`src/sv/i2cbb_pkg.sv`:
```
// ----------------------------------------------------------------------------
// i2cbb_pkg
// Shared types and constants of the two-wire bus master.
// ----------------------------------------------------------------------------
package i2cbb_pkg;

   localparam int BYTE_BITS  = 8;
   localparam int HALF_W     = 8;
   localparam int POLL_W     = 10;
   localparam int CNT_W      = 4;
   localparam int CSR_IDX_W  = 1;
   localparam int CSR_DATA_W = 10;

   localparam logic [HALF_W-1:0] HALF_PERIOD_RST    = 8'd6;
   localparam logic [POLL_W-1:0] ACK_POLL_LIMIT_RST = 10'd100;

   // configuration register indexes
   localparam logic [CSR_IDX_W-1:0] CSR_HALF_PERIOD    = 1'd0;
   localparam logic [CSR_IDX_W-1:0] CSR_ACK_POLL_LIMIT = 1'd1;

   typedef enum logic [2:0] {
      CMD_RELEASE = 3'd0,
      CMD_START   = 3'd1,
      CMD_STOP    = 3'd2,
      CMD_WRITE   = 3'd3,
      CMD_READ    = 3'd4,
      CMD_GET_ACK = 3'd5,
      CMD_ACK     = 3'd6,
      CMD_NACK    = 3'd7
   } cmd_type;

   typedef enum logic [10:0] {
      PH_IDLE  = 11'b000_0000_0001,
      PH_A     = 11'b000_0000_0010,
      PH_B     = 11'b000_0000_0100,
      PH_WHI   = 11'b000_0000_1000,
      PH_WLO   = 11'b000_0001_0000,
      PH_RPRE  = 11'b000_0010_0000,
      PH_RHI   = 11'b000_0100_0000,
      PH_RLO   = 11'b000_1000_0000,
      PH_GHI   = 11'b001_0000_0000,
      PH_GPOLL = 11'b010_0000_0000,
      PH_GLO   = 11'b100_0000_0000
   } phase_type;

   // one result of a tick
   typedef struct packed {
      logic                 scl_level;
      logic                 sda_level;
      logic                 sda_drive;
      logic                 ready_res;
      logic                 done_res;
      logic [BYTE_BITS-1:0] read_data;
      logic                 ack_ok;
   } result_type;

endpackage

```
`src/sv/i2cbb_engine.sv`:
```
// ----------------------------------------------------------------------------
// i2cbb_engine
// Bus sequencer state and its single-tick update; presents the result of
// the tick being taken.
// ----------------------------------------------------------------------------
module i2cbb_engine (
   input  logic                            clock,
   input  logic                            reset,
   input  logic                            step,
   input  logic                            cmd_valid,
   input  logic [2:0]                      req_type,
   input  logic [i2cbb_pkg::BYTE_BITS-1:0] write_data,
   input  logic                            sda_sample,
   input  logic [i2cbb_pkg::HALF_W-1:0]    half_period,
   input  logic [i2cbb_pkg::POLL_W-1:0]    ack_poll_limit,
   output i2cbb_pkg::result_type           result
);
   import i2cbb_pkg::*;

   phase_type            phase_ff, phase_in;
   cmd_type              op_ff, op_in;
   logic [CNT_W-1:0]     bit_ff, bit_in;
   logic [BYTE_BITS-1:0] shift_ff, shift_in;
   logic [HALF_W-1:0]    delay_ff, delay_in;
   logic [POLL_W-1:0]    poll_ff, poll_in;
   logic                 scl_ff, scl_in;
   logic                 sda_ff, sda_in;
   logic                 drive_ff, drive_in;
   logic                 ack_ff, ack_in;
   logic [BYTE_BITS-1:0] rd_ff, rd_in;
   logic                 done;
   logic [HALF_W-1:0]    reload;
   logic [POLL_W-1:0]    poll_inc;
   cmd_type              new_op;

   assign reload   = (half_period == '0) ? '0 : half_period - 1'b1;
   assign poll_inc = poll_ff + 1'b1;
   assign new_op   = cmd_type'(req_type);

   always_comb begin
      phase_in = phase_ff;
      op_in    = op_ff;
      bit_in   = bit_ff;
      shift_in = shift_ff;
      delay_in = delay_ff;
      poll_in  = poll_ff;
      scl_in   = scl_ff;
      sda_in   = sda_ff;
      drive_in = drive_ff;
      ack_in   = ack_ff;
      rd_in    = rd_ff;
      done     = 1'b0;

      if (phase_ff == PH_IDLE) begin
         if (cmd_valid) begin
            op_in    = new_op;
            delay_in = reload;
            unique case (new_op)
               CMD_START: begin
                  phase_in = PH_A; scl_in = 1'b1; sda_in = 1'b1; drive_in = 1'b1;
               end
               CMD_STOP: begin
                  phase_in = PH_A; scl_in = 1'b1; sda_in = 1'b0; drive_in = 1'b1;
               end
               CMD_WRITE: begin
                  shift_in = write_data;
                  bit_in   = '0;
                  phase_in = PH_WHI; scl_in = 1'b1;
                  sda_in   = write_data[BYTE_BITS-1]; drive_in = 1'b1;
               end
               CMD_READ: begin
                  shift_in = '0;
                  bit_in   = '0;
                  phase_in = PH_RPRE; scl_in = 1'b0; sda_in = 1'b1; drive_in = 1'b0;
               end
               CMD_GET_ACK: begin
                  poll_in  = '0;
                  phase_in = PH_GHI; scl_in = 1'b1; sda_in = 1'b1; drive_in = 1'b0;
               end
               CMD_ACK: begin
                  phase_in = PH_A; scl_in = 1'b1; sda_in = 1'b0; drive_in = 1'b1;
               end
               CMD_NACK, CMD_RELEASE: begin
                  phase_in = PH_A; scl_in = 1'b1; sda_in = 1'b1; drive_in = 1'b1;
               end
            endcase
         end
      end else if (phase_ff == PH_GPOLL || (delay_ff == '0 && phase_ff == PH_GHI)) begin
         // one acknowledge sample per tick once the clock-high phase is over
         phase_in = PH_GPOLL;
         if (!sda_sample) begin
            ack_in   = 1'b1;
            phase_in = PH_GLO; scl_in = 1'b0; sda_in = 1'b1; drive_in = 1'b0;
            delay_in = reload;
         end else begin
            poll_in = poll_inc;
            if (poll_inc >= ack_poll_limit) begin
               ack_in   = 1'b0;
               phase_in = PH_IDLE;
               done     = 1'b1;
            end
         end
      end else if (delay_ff != '0) begin
         delay_in = delay_ff - 1'b1;
      end else begin
         delay_in = reload;
         unique case (phase_ff)
            PH_A: begin
               phase_in = PH_B; drive_in = 1'b1;
               case (op_ff)
                  CMD_START: begin scl_in = 1'b0; sda_in = 1'b0; end
                  CMD_STOP:  begin scl_in = 1'b1; sda_in = 1'b1; end
                  CMD_ACK:   begin scl_in = 1'b0; sda_in = 1'b0; end
                  CMD_NACK:  begin scl_in = 1'b0; sda_in = 1'b1; end
                  default: begin
                     phase_in = PH_IDLE; drive_in = drive_ff; delay_in = delay_ff;
                     done     = 1'b1;
                  end
               endcase
            end
            PH_WHI: begin
               shift_in = {shift_ff[BYTE_BITS-2:0], 1'b0};
               bit_in   = bit_ff + 1'b1;
               phase_in = PH_WLO; scl_in = 1'b0; drive_in = 1'b1;
            end
            PH_WLO: begin
               if (bit_ff >= CNT_W'(BYTE_BITS)) begin
                  sda_in   = 1'b0;
                  phase_in = PH_IDLE; delay_in = delay_ff;
                  done     = 1'b1;
               end else begin
                  phase_in = PH_WHI; scl_in = 1'b1;
                  sda_in   = shift_ff[BYTE_BITS-1]; drive_in = 1'b1;
               end
            end
            PH_RPRE: begin
               phase_in = PH_RHI; scl_in = 1'b1; sda_in = 1'b1; drive_in = 1'b0;
            end
            PH_RHI: begin
               shift_in = {shift_ff[BYTE_BITS-2:0], sda_sample};
               bit_in   = bit_ff + 1'b1;
               phase_in = PH_RLO; scl_in = 1'b0; sda_in = 1'b1; drive_in = 1'b0;
            end
            PH_RLO: begin
               if (bit_ff >= CNT_W'(BYTE_BITS)) begin
                  rd_in    = shift_ff;
                  drive_in = 1'b1;
                  phase_in = PH_IDLE; delay_in = delay_ff;
                  done     = 1'b1;
               end else begin
                  phase_in = PH_RHI; scl_in = 1'b1; sda_in = 1'b1; drive_in = 1'b0;
               end
            end
            PH_GLO: begin
               drive_in = 1'b1;
               phase_in = PH_IDLE; delay_in = delay_ff;
               done     = 1'b1;
            end
            default: begin
               phase_in = PH_IDLE; delay_in = delay_ff;
               done     = 1'b1;
            end
         endcase
      end
   end

   always_ff @(posedge clock) begin
      if (reset) begin
         phase_ff <= PH_IDLE;
         op_ff    <= CMD_RELEASE;
         bit_ff   <= '0;
         shift_ff <= '0;
         delay_ff <= '0;
         poll_ff  <= '0;
         scl_ff   <= 1'b1;
         sda_ff   <= 1'b1;
         drive_ff <= 1'b1;
         ack_ff   <= 1'b0;
         rd_ff    <= '0;
      end else if (step) begin
         phase_ff <= phase_in;
         op_ff    <= op_in;
         bit_ff   <= bit_in;
         shift_ff <= shift_in;
         delay_ff <= delay_in;
         poll_ff  <= poll_in;
         scl_ff   <= scl_in;
         sda_ff   <= sda_in;
         drive_ff <= drive_in;
         ack_ff   <= ack_in;
         rd_ff    <= rd_in;
      end
   end

   assign result.scl_level = scl_in;
   assign result.sda_level = sda_in;
   assign result.sda_drive = drive_in;
   assign result.ready_res = (phase_in == PH_IDLE);
   assign result.done_res  = done;
   assign result.read_data = rd_in;
   assign result.ack_ok    = ack_in;

endmodule

```
`src/sv/i2c_bitbang_master_top.sv`:
```
// ----------------------------------------------------------------------------
// i2c_bitbang_master_top
// Two-wire bus master stepped by one tick transfer at a time.
// ----------------------------------------------------------------------------
// Each req_ transfer is one bus time tick: it carries an optional command
// (req_cmd_valid, req_type, req_write_data, taken only while the master is
// idle) and the sampled data-line level. Each tick gives exactly one rsp_
// transfer with the clock/data levels, data-line drive enable, ready and
// done flags, last read byte and last acknowledge result.
// The result of a tick is registered in the output register, or in the skid
// register while a result waits; a tick is accepted every cycle that
// req_ready is high: one tick per clock while rsp_ready keeps up.
// A two-entry output buffer (result register plus skid register) lets one
// more tick be taken while a result waits; req_ready drops only when both
// entries are full, and the sequencer holds its state while it is low.
// Reset returns the sequencer to idle with both lines released high, the
// drive enable set, the half period at 6 and the poll limit at 100.
// csr_ writes take effect at once and must be made only while idle; the block does not enforce this.
// ----------------------------------------------------------------------------
module i2c_bitbang_master_top (
   input  logic                             clock,
   input  logic                             reset,
   input  logic                             req_valid,
   output logic                             req_ready,
   input  logic                             req_cmd_valid,
   input  logic [2:0]                       req_type,
   input  logic [i2cbb_pkg::BYTE_BITS-1:0]  req_write_data,
   input  logic                             req_sda_in,
   output logic                             rsp_valid,
   input  logic                             rsp_ready,
   output logic                             rsp_scl_level,
   output logic                             rsp_sda_level,
   output logic                             rsp_sda_drive,
   output logic                             rsp_ready_res,
   output logic                             rsp_done_res,
   output logic [i2cbb_pkg::BYTE_BITS-1:0]  rsp_read_data,
   output logic                             rsp_ack_ok,
   input  logic                             csr_we,
   input  logic [i2cbb_pkg::CSR_IDX_W-1:0]  csr_index,
   input  logic [i2cbb_pkg::CSR_DATA_W-1:0] csr_wdata
);
   import i2cbb_pkg::*;

   logic [HALF_W-1:0] half_ff;
   logic [POLL_W-1:0] limit_ff;
   logic              accept;
   result_type        step_res;
   result_type        out_ff, skid_ff;
   logic              out_valid_ff, skid_valid_ff;

   always_ff @(posedge clock) begin
      if (reset) begin
         half_ff  <= HALF_PERIOD_RST;
         limit_ff <= ACK_POLL_LIMIT_RST;
      end else if (csr_we) begin
         unique case (csr_index)
            CSR_HALF_PERIOD:    half_ff  <= csr_wdata[HALF_W-1:0];
            CSR_ACK_POLL_LIMIT: limit_ff <= csr_wdata[POLL_W-1:0];
            default: ;
         endcase
      end
   end

   assign req_ready = !skid_valid_ff;
   assign accept    = req_valid && req_ready;

   i2cbb_engine u_engine (
      .clock          (clock),
      .reset          (reset),
      .step           (accept),
      .cmd_valid      (req_cmd_valid),
      .req_type       (req_type),
      .write_data     (req_write_data),
      .sda_sample     (req_sda_in),
      .half_period    (half_ff),
      .ack_poll_limit (limit_ff),
      .result         (step_res)
   );

   // output register with skid stage
   always_ff @(posedge clock) begin
      if (reset) begin
         out_valid_ff  <= 1'b0;
         skid_valid_ff <= 1'b0;
      end else if (!out_valid_ff || rsp_ready) begin
         if (skid_valid_ff) begin
            out_valid_ff  <= 1'b1;
            skid_valid_ff <= 1'b0;
         end else begin
            out_valid_ff <= accept;
         end
      end else if (accept) begin
         skid_valid_ff <= 1'b1;
      end
   end

   always_ff @(posedge clock) begin
      if (!out_valid_ff || rsp_ready) begin
         if (skid_valid_ff) begin
            out_ff <= skid_ff;
         end else if (accept) begin
            out_ff <= step_res;
         end
      end else if (accept) begin
         skid_ff <= step_res;
      end
   end

   assign rsp_valid     = out_valid_ff;
   assign rsp_scl_level = out_ff.scl_level;
   assign rsp_sda_level = out_ff.sda_level;
   assign rsp_sda_drive = out_ff.sda_drive;
   assign rsp_ready_res = out_ff.ready_res;
   assign rsp_done_res  = out_ff.done_res;
   assign rsp_read_data = out_ff.read_data;
   assign rsp_ack_ok    = out_ff.ack_ok;

   a_skid_behind_out: assert property (@(posedge clock) disable iff (reset)
      skid_valid_ff |-> out_valid_ff)
      else $error("skid entry held without a result in the output register");

   a_accept_gives_rsp: assert property (@(posedge clock) disable iff (reset)
      accept |=> out_valid_ff)
      else $error("accepted tick left no result in the output register");

   a_done_is_idle: assert property (@(posedge clock) disable iff (reset)
      (out_valid_ff && out_ff.done_res) |-> out_ff.ready_res)
      else $error("done flagged while the sequencer is still busy");

endmodule

```
`config.mk`:
```
export PLATFORM = sky130hd
export DESIGN_NAME = i2c_bitbang_master_top
export DESIGN_NICKNAME = d
export VERILOG_FILES = /design/src/sv/i2cbb_pkg.sv /design/src/sv/i2cbb_engine.sv /design/src/sv/i2c_bitbang_master_top.sv
export SDC_FILE = /design/constraint.sdc
export NUM_CORES = 1
export LEC_CHECK = 0
export ABC_AREA = 1
export BUFFER_PORTS_ARGS = -buffer_cell sky130_fd_sc_hd__buf_2
export CORE_AREA = 4 4 126 128
export DETAILED_ROUTE_END_ITERATION = 6
export DIE_AREA = 0 0 130 132
export GPL_TIMING_DRIVEN = 0
export PLACE_DENSITY = 0.67
export SLEW_MARGIN = 20
export SYNTH_ARGS = -nofsm -noshare
export SYNTH_HDL_FRONTEND = slang
export SYNTH_SLANG_ARGS = --single-unit
```
`constraint.sdc`:
```
create_clock -name clock -period 3.8 [get_ports clock]
set_clock_uncertainty 0.1 [all_clocks]
set_input_delay 0.76 -clock clock [delete_from_list [all_inputs] [get_ports clock]]
set_output_delay 0.76 -clock clock [all_outputs]
set_load 0.005 [all_outputs]
```
==> flow_metrics.py, run 1 <==
metrics = {
    "status": {
        "run_status": "finished clean",
    },
    "pwr": {
        "irDropWorstVdd_mv": 0.2610,
        "leakage_component_of_the_power_nw": 2.982,
        "power_density_nw_per_um2": 485.3,
    },
    "drt": {
        "drcViolationCount": 0,
        "detail_route.wl_per_cell_um": 13.54,
        "routed-via-count": 4996,
        "routed_via_density": 4.947,
        "drt-initial-drc-count": 272,
        "wirelength_um": 13670,
        "antenna_violating_nets_post_route": 0,
        "detail_route.first_pass.iterations": 5,
    },
    "layout": {
        "multi_input_logic_area_sq_um": 2872,
        "sequential_cell_area_sq_um": 2362,
        "finish.net_count": 861,
        "drive_above_1_share_pct": 17.40,
        "insertedDiodeCount": 0,
        "fill_cells": 1527,
        "synthToLayoutAreaGrowth_pct": 13.24,
    },
    "floorplanning": {
        "fp.dieH_um": 132,
        "die_area_sq_um": 17160,
        "core_area_sq_um": 14860,
        "die_w_um": 130,
        "number_of_top_level_pins": 45,
        "initial_core_util_pct": 39.37,
        "std_cell_rows": 45,
    },
    "sta": {
        "period_needed_ns": 3.057,
        "rsz0062_at_grt": "no",
        "timing.max_slew.rel_slack_pct": 53.04,
        "post-route-period-util_pct": 80.46,
        "timing_worst_slew_pin_value_ns": 0.7037,
        "fmax_mhz": 327.1,
        "report.final.slew_viol_count": 0,
        "timing.final.hold_violations": 0,
        "final_critical_path_setup_slack_ns": 0.7426,
        "final-setup-viol-count": 0,
        "setup-tns-final_ns": 0,
    },
    "grt": {
        "first_pass_grt_wire_length_um": 22840,
        "grt_pass1_vias": 4720,
        "globalRouteOverflowTotal": 0,
        "grt_antenna_before_repair": 0,
        "grt_max_degree": 18,
        "gr-usage-all-layers_pct": 16.37,
    },
    "setup_path": {
        "worstPathCellList": "ha_1, nand3_1, nor2_1, nand4_1, xnor2_1, ha_1, nand2_1, inv_1, a21boi_0, nand3_1, o21ai_0, nor2_1, nand2_1, nor2_2, nand2_1, nand2_1",
        "cpLargestDelayFamily": "simple AND/OR/NAND/NOR gates",
        "worst-setup-path-type": "register to register",
        "crit_slowest_cell": "dfxtp_1",
        "startpoint_type": "register",
        "timing.critical_path.required_ns": 3.80,
        "worst_setup_path_end_kind": "register",
        "cpMostUsedCell": "nand2_1",
        "critical_path_arrival_ns": 3.06,
        "crit_fanout": 5,
        "crit_buf_inv": 1,
        "max_stage_delay_ns": 0.41,
    },
    "clock_network": {
        "cts_tree": "done",
        "cts-hold-fix-buffers": 0,
        "cts.repair_timing.setup_buffer_count": 0,
        "numCtsBuffers": 9,
        "clkTransAtPathRegs_ns": 0.07,
        "numClockSinks": 104,
        "buffer_levels_on_the_longest_clock_path": 2,
        "later_pin_clock_latency_in_the_skew_report_ns": 0.34,
        "clockRootBuffer": "clkbuf_16",
        "post_cts_resized": 0,
        "cts_htree_levels": 3,
    },
    "synthesis": {
        "ys_seq_elements": 104,
        "synthesis.area_sq_um": 5852,
        "synth.top_cell.area_share_pct": 26.00,
        "synth-async-reset-ratio_pct": 0,
        "yosys.cell_types.count": 45,
        "synth_warn": 0,
        "post_synth_main_area_contributors": "dfxtp_1 26%, edfxtp_1 14%, nand2_1 10%, inv_1 6.9%, o21ai_0 5.5%",
        "synthCells": 763,
        "netlist.top_cell.by_area": "dfxtp_1",
        "synth_flop_cell": "dfxtp_1",
        "synth_edf_count": 28,
        "syn-num-nets": 807,
        "synthesis.area_per_instance_sq_um": 7.670,
        "seq_area_frac_synth_pct": 40.37,
    },
    "place": {
        "gp_routability_congestion": 0.9137,
        "dp_hpwl_um": 10390,
        "preCtsSetupSlack_ns": 0.6678,
        "placement.io_buffers": 43,
    },
    "flow_run": {
        "cap_violations": 0,
    },
    "hold_path": {
        "hp-class": "register to register",
    },
}
kinds of logic (layout without fill, tap and decap cells):
kind of cell / count (synthesis) / after routing / synth area share (%)
adder cells (fa/ha/maj): 15 / 15 / 3.207
multiplexers: 1 / 1 / 0.1711
AO/OA/AOI/OAI: 170 / 170 / 17.08
flip-flops: 104 / 104 / 40.37
XOR/XNOR: 15 / 15 / 2.245
AND/OR/NAND/NOR: 315 / 315 / 26.28
buffers and inverters: 143 / 202 / 10.65
layer usage:
metal,vias to the layer above,share of wire [%],global-route usage (%)
li1,2605,-,-
met1,2241,46,21.88
met2,130,47,26.88
met3,20,5.2,3.323
met4,0,1.8,4.388
met5,-,0,0
through the flow:
stage                     instance area [sq um]  power (mW)  hold WS, ns  util (%)  cells
after floorplan                            5852       2.029       0.3353         -    763
after global placement                     6302       2.235       0.3637     42.40    994
after detailed placement                   6302       2.247       0.3631     42.40    994
after CTS                                  6621       3.249       0.3732     44.55   1010
after global routing                       6626       3.413       0.3934     44.58   1010
final                                      6626       3.216       0.3700     44.58   1010
power by group:
group | switching [mW] | total (mW) | internal (mW)
combinational | 0.589 | 0.916 | 0.327
sequential | 0.0633 | 1.31 | 1.25
clock | 0.411 | 0.989 | 0.578
total | 1.06 | 3.22 | 2.15
tightest hold or removal path, delay by kind of cell, from the launching register on:
kind | cells | cell delay (ns)
buffers and inverters | 1 | 0.07
DFF | 1 | 0.30
AOI/OAI and AO/OA | 1 | 0.06
placed cells by master (no fill, tap or decap), types with 15 or more instances in the layout:
cell type	instances
dfxtp_1	76
edfxtp_1	28
nand2_2	16
buf_2	46
nand2_1	159
nor2_1	56
inv_1	108
o211ai_1	17
ha_1	15
nand3_1	36
a21oi_1	45
o21ai_0	64
state kept, by name (all words and copies together) (netlist names), 3 cells and up:
signal and count:
half_ff 8, limit_ff 10, rsp_read_data 8, skid_ff 14
u_engine.bit_ff 4, u_engine.delay_ff 8, u_engine.op_ff 3, u_engine.phase_ff 11
u_engine.poll_ff 10, u_engine.rd_ff 8, u_engine.shift_ff 8
final cells by class:
type                    instances  area share, %
plain buffers                  23          2.228
clock buffers                   9          3.399
clock inverters                 7          1.416
inverters                     120          7.175
multi-input cells             516          43.33
flip-flops and latches        104          35.65
well taps                     188          3.550
repair buffers                 43          3.248
final timing paths:
path | start | to | cells after the start | slack (ns)
setup / recovery | u_engine.poll_ff[0]$_SDFFE_PP0P_ | rsp_ready_res$_DFFE_PP_ | 16 | 0.74
hold / removal | limit_ff[7]$_SDFFE_PP0P_ | limit_ff[7]$_SDFFE_PP0P_ | 2 | 0.37
setup reg to reg | u_engine.poll_ff[0]$_SDFFE_PP0P_ | rsp_ready_res$_DFFE_PP_ | 16 | 0.74
hold reg to reg | limit_ff[7]$_SDFFE_PP0P_ | limit_ff[7]$_SDFFE_PP0P_ | 2 | 0.37
Yosys cell counts (8+ instances only):
cell,instances
nand2_1,159
inv_1,108
dfxtp_1,76
o21ai_0,64
nor2_1,58
a21oi_1,45
nand3_1,36
edfxtp_1,28
o211ai_1,17
nand2_2,16
ha_1,15
clkbuf_1,13
o21ai_2,12
xor2_1,11
a31oi_1,10
nand4_1,8
No activity file was read; power rests on OpenSTA's default activity.
==> run 2, diff against run 1 <==
==> constraint.sdc (replaced) <==
create_clock -name clock -period 3.1 [get_ports clock]
set_clock_uncertainty 0.1 [all_clocks]
set_input_delay 0.62 -clock clock [delete_from_list [all_inputs] [get_ports clock]]
set_output_delay 0.62 -clock clock [all_outputs]
set_load 0.005 [all_outputs]
==> flow_metrics.py, run 2 (synthesis results as in run 1) <==
metrics = {
    "place": {
        "dp.cells": 994,
        "gp_routability_congestion": 0.9137,
        "preCtsSetupSlack_ns": 0.05920,
        "placement.io_buffers": 43,
        "dp_hpwl_um": 10390,
        "detailed_place.area_sq_um": 6302,
    },
    "layout": {
        "largest_register_ffs": 14,
        "commonest_cells_after_routing_fill_and_taps_aside": "158 x nand2_1, 108 x inv_1, 75 x dfxtp_1, 63 x o21ai_0, 56 x nor2_1",
        "fill_cells": 1524,
        "drive_above_1_share_pct": 18.10,
        "reg_top3": "skid_ff: 14 flops, u_engine.phase_ff: 11 flops",
        "finish.net_count": 862,
        "mostFrequentLayoutCell": "nand2_1",
        "post-route-cell-area_sq_um": 6656,
        "registers.top_by_ff_count": "skid_ff",
        "synthToLayoutAreaGrowth_pct": 13.75,
        "insertedDiodeCount": 0,
        "instances_no_fill": 1011,
        "utilization_pct": 44.78,
    },
    "setup_path": {
        "r2r-end": "rsp_ready_res$_DFFE_PP_",
        "worstPathCellList": "ha_1, nand3_1, nor2_1, nand4_1, xnor2_2, ha_1, nand2_1, inv_1, a21boi_0, nand3_1, nand2_2, nand3_1, nand2_1, nor2_2, nand2_1, nand2_1",
        "cpMostUsedCell": "nand2_1",
        "timing.critical_path.required_ns": 3.10,
        "max_stage_delay_ns": 0.37,
        "crit_buf_inv": 1,
        "critical_path_arrival_ns": 2.93,
        "crit_fanout": 5,
        "timing.critical_path.depth": 16,
        "endpoint_of_the_worst_setup_timing_path": "rsp_ready_res$_DFFE_PP_",
        "crit_slowest_cell": "dfxtp_2",
        "worst-setup-path-type": "register to register",
        "regToRegStartpoint": "u_engine.poll_ff[0]$_SDFFE_PP0P_",
        "startpoint_type": "register",
        "r2r_depth": 16,
        "cpLargestDelayFamily": "simple AND/OR/NAND/NOR gates",
        "timing.reg2reg.setup_slack_ns": 0.17,
        "worstSetupStartpoint": "u_engine.poll_ff[0]$_SDFFE_PP0P_",
        "worst_setup_path_end_kind": "register",
    },
    "grt": {
        "globalRouteOverflowTotal": 0,
        "globalRoute.busiestLayer": "met2",
        "grt_antenna_before_repair": 0,
        "first_pass_grt_wire_length_um": 22840,
        "grt_max_degree": 18,
        "use_met2_pct": 26.88,
        "gr-usage-all-layers_pct": 16.37,
        "gr-usage-met3_pct": 3.323,
        "met1_usage_grt_pct": 21.88,
        "grt_pass1_vias": 4720,
    },
    "sta": {
        "period_needed_ns": 2.929,
        "final-setup-viol-count": 0,
        "timing.hold.ws_ns": 0.3681,
        "report.final.slew_viol_count": 0,
        "final_critical_path_setup_slack_ns": 0.1706,
        "post-route-period-util_pct": 94.50,
        "timing.final.hold_violations": 0,
        "fmax_mhz": 341.4,
        "setup-tns-final_ns": 0,
        "timing.max_slew.rel_slack_pct": 53.29,
        "timing_worst_slew_pin_value_ns": 0.6999,
    },
    "clock_network": {
        "cts_tree": "done",
        "numCtsBuffers": 9,
        "numClockSinks": 104,
        "cts_htree_levels": 3,
        "cts-hold-fix-buffers": 0,
        "later_pin_clock_latency_in_the_skew_report_ns": 0.34,
        "buffer_levels_on_the_longest_clock_path": 2,
        "clkTransAtPathRegs_ns": 0.07,
        "clockRootBuffer": "clkbuf_16",
    },
    "drt": {
        "routed_via_density": 4.930,
        "detail_route.wl_per_cell_um": 13.57,
        "detail_route.first_pass.iterations": 5,
        "drcViolationCount": 0,
        "wirelength_um": 13720,
        "antenna_violating_nets_post_route": 0,
        "drt-initial-drc-count": 286,
        "routed-via-count": 4984,
    },
    "floorplanning": {
        "die_w_um": 130,
        "fp.dieH_um": 132,
        "number_of_top_level_pins": 45,
        "core_area_sq_um": 14860,
        "die_area_sq_um": 17160,
        "std_cell_rows": 45,
        "initial_core_util_pct": 39.37,
    },
    "pwr": {
        "power_density_nw_per_um2": 592.6,
        "leakage_component_of_the_power_nw": 3.008,
        "overall_power_mw": 3.945,
        "irDropWorstVdd_mv": 0.3289,
    },
    "status": {
        "run_status": "finished clean",
    },
    "hold_path": {
        "hp-class": "register to register",
    },
    "flow_run": {
        "cap_violations": 0,
    },
}
## run 2: worst register-to-register path: stages (launching register included)
cell and delay (ns):
dfxtp_2 0.37, ha_1 0.19, nand3_1 0.11, nor2_1 0.16, nand4_1 0.17, xnor2_2 0.24
ha_1 0.26, nand2_1 0.08, inv_1 0.04, a21boi_0 0.23, nand3_1 0.21, nand2_2 0.17
nand3_1 0.11, nand2_1 0.09, nor2_2 0.06, nand2_1 0.06, nand2_1 0.05
## run 2: what timing repair did
action,in CTS,in global routing
resized for setup,0,6
setup endpoints to repair,0,3
setup buffers,0,1
## run 2: layout make-up
class | count | area (sq um) | share of cell area (%)
clock buffers | 9 | 225.2 | 3.383
inverters | 120 | 475.5 | 7.143
repair buffers | 44 | 222.7 | 3.346
flip-flops and latches | 104 | 2364 | 35.51
multi-input cells | 516 | 2893 | 43.46
clock inverters | 7 | 93.84 | 1.410
plain buffers | 23 | 147.6 | 2.218
well taps | 188 | 235.2 | 3.534
## run 2: worst min-delay path by stage
stage	slack, ns	startpoint	end	cells after the start
2_1_floorplan	0.34	limit_ff[1]$_SDFFE_PP0P_	limit_ff[1]$_SDFFE_PP0P_	2
3_3_place_gp	0.36	limit_ff[9]$_SDFFE_PP0P_	limit_ff[9]$_SDFFE_PP0P_	2
3_5_place_dp	0.36	limit_ff[7]$_SDFFE_PP0P_	limit_ff[7]$_SDFFE_PP0P_	2
4_1_cts	0.37	limit_ff[7]$_SDFFE_PP0P_	limit_ff[7]$_SDFFE_PP0P_	2
5_1_grt	0.39	limit_ff[9]$_SDFFE_PP0P_	limit_ff[9]$_SDFFE_PP0P_	2
6_report	0.37	limit_ff[7]$_SDFFE_PP0P_	limit_ff[7]$_SDFFE_PP0P_	2
## run 2: layer usage
metal  wire length, um  vias up
met1              6287     2230
met2              6484      121
met5                 0        -
met3               691       23
met4               255        0
li1                  -     2610
## run 2: report_power, final
part | total [mW] | switching [mW] | internal [mW]
combinational | 1.12 | 0.723 | 0.401
sequential | 1.61 | 0.0772 | 1.53
clock | 1.21 | 0.504 | 0.709
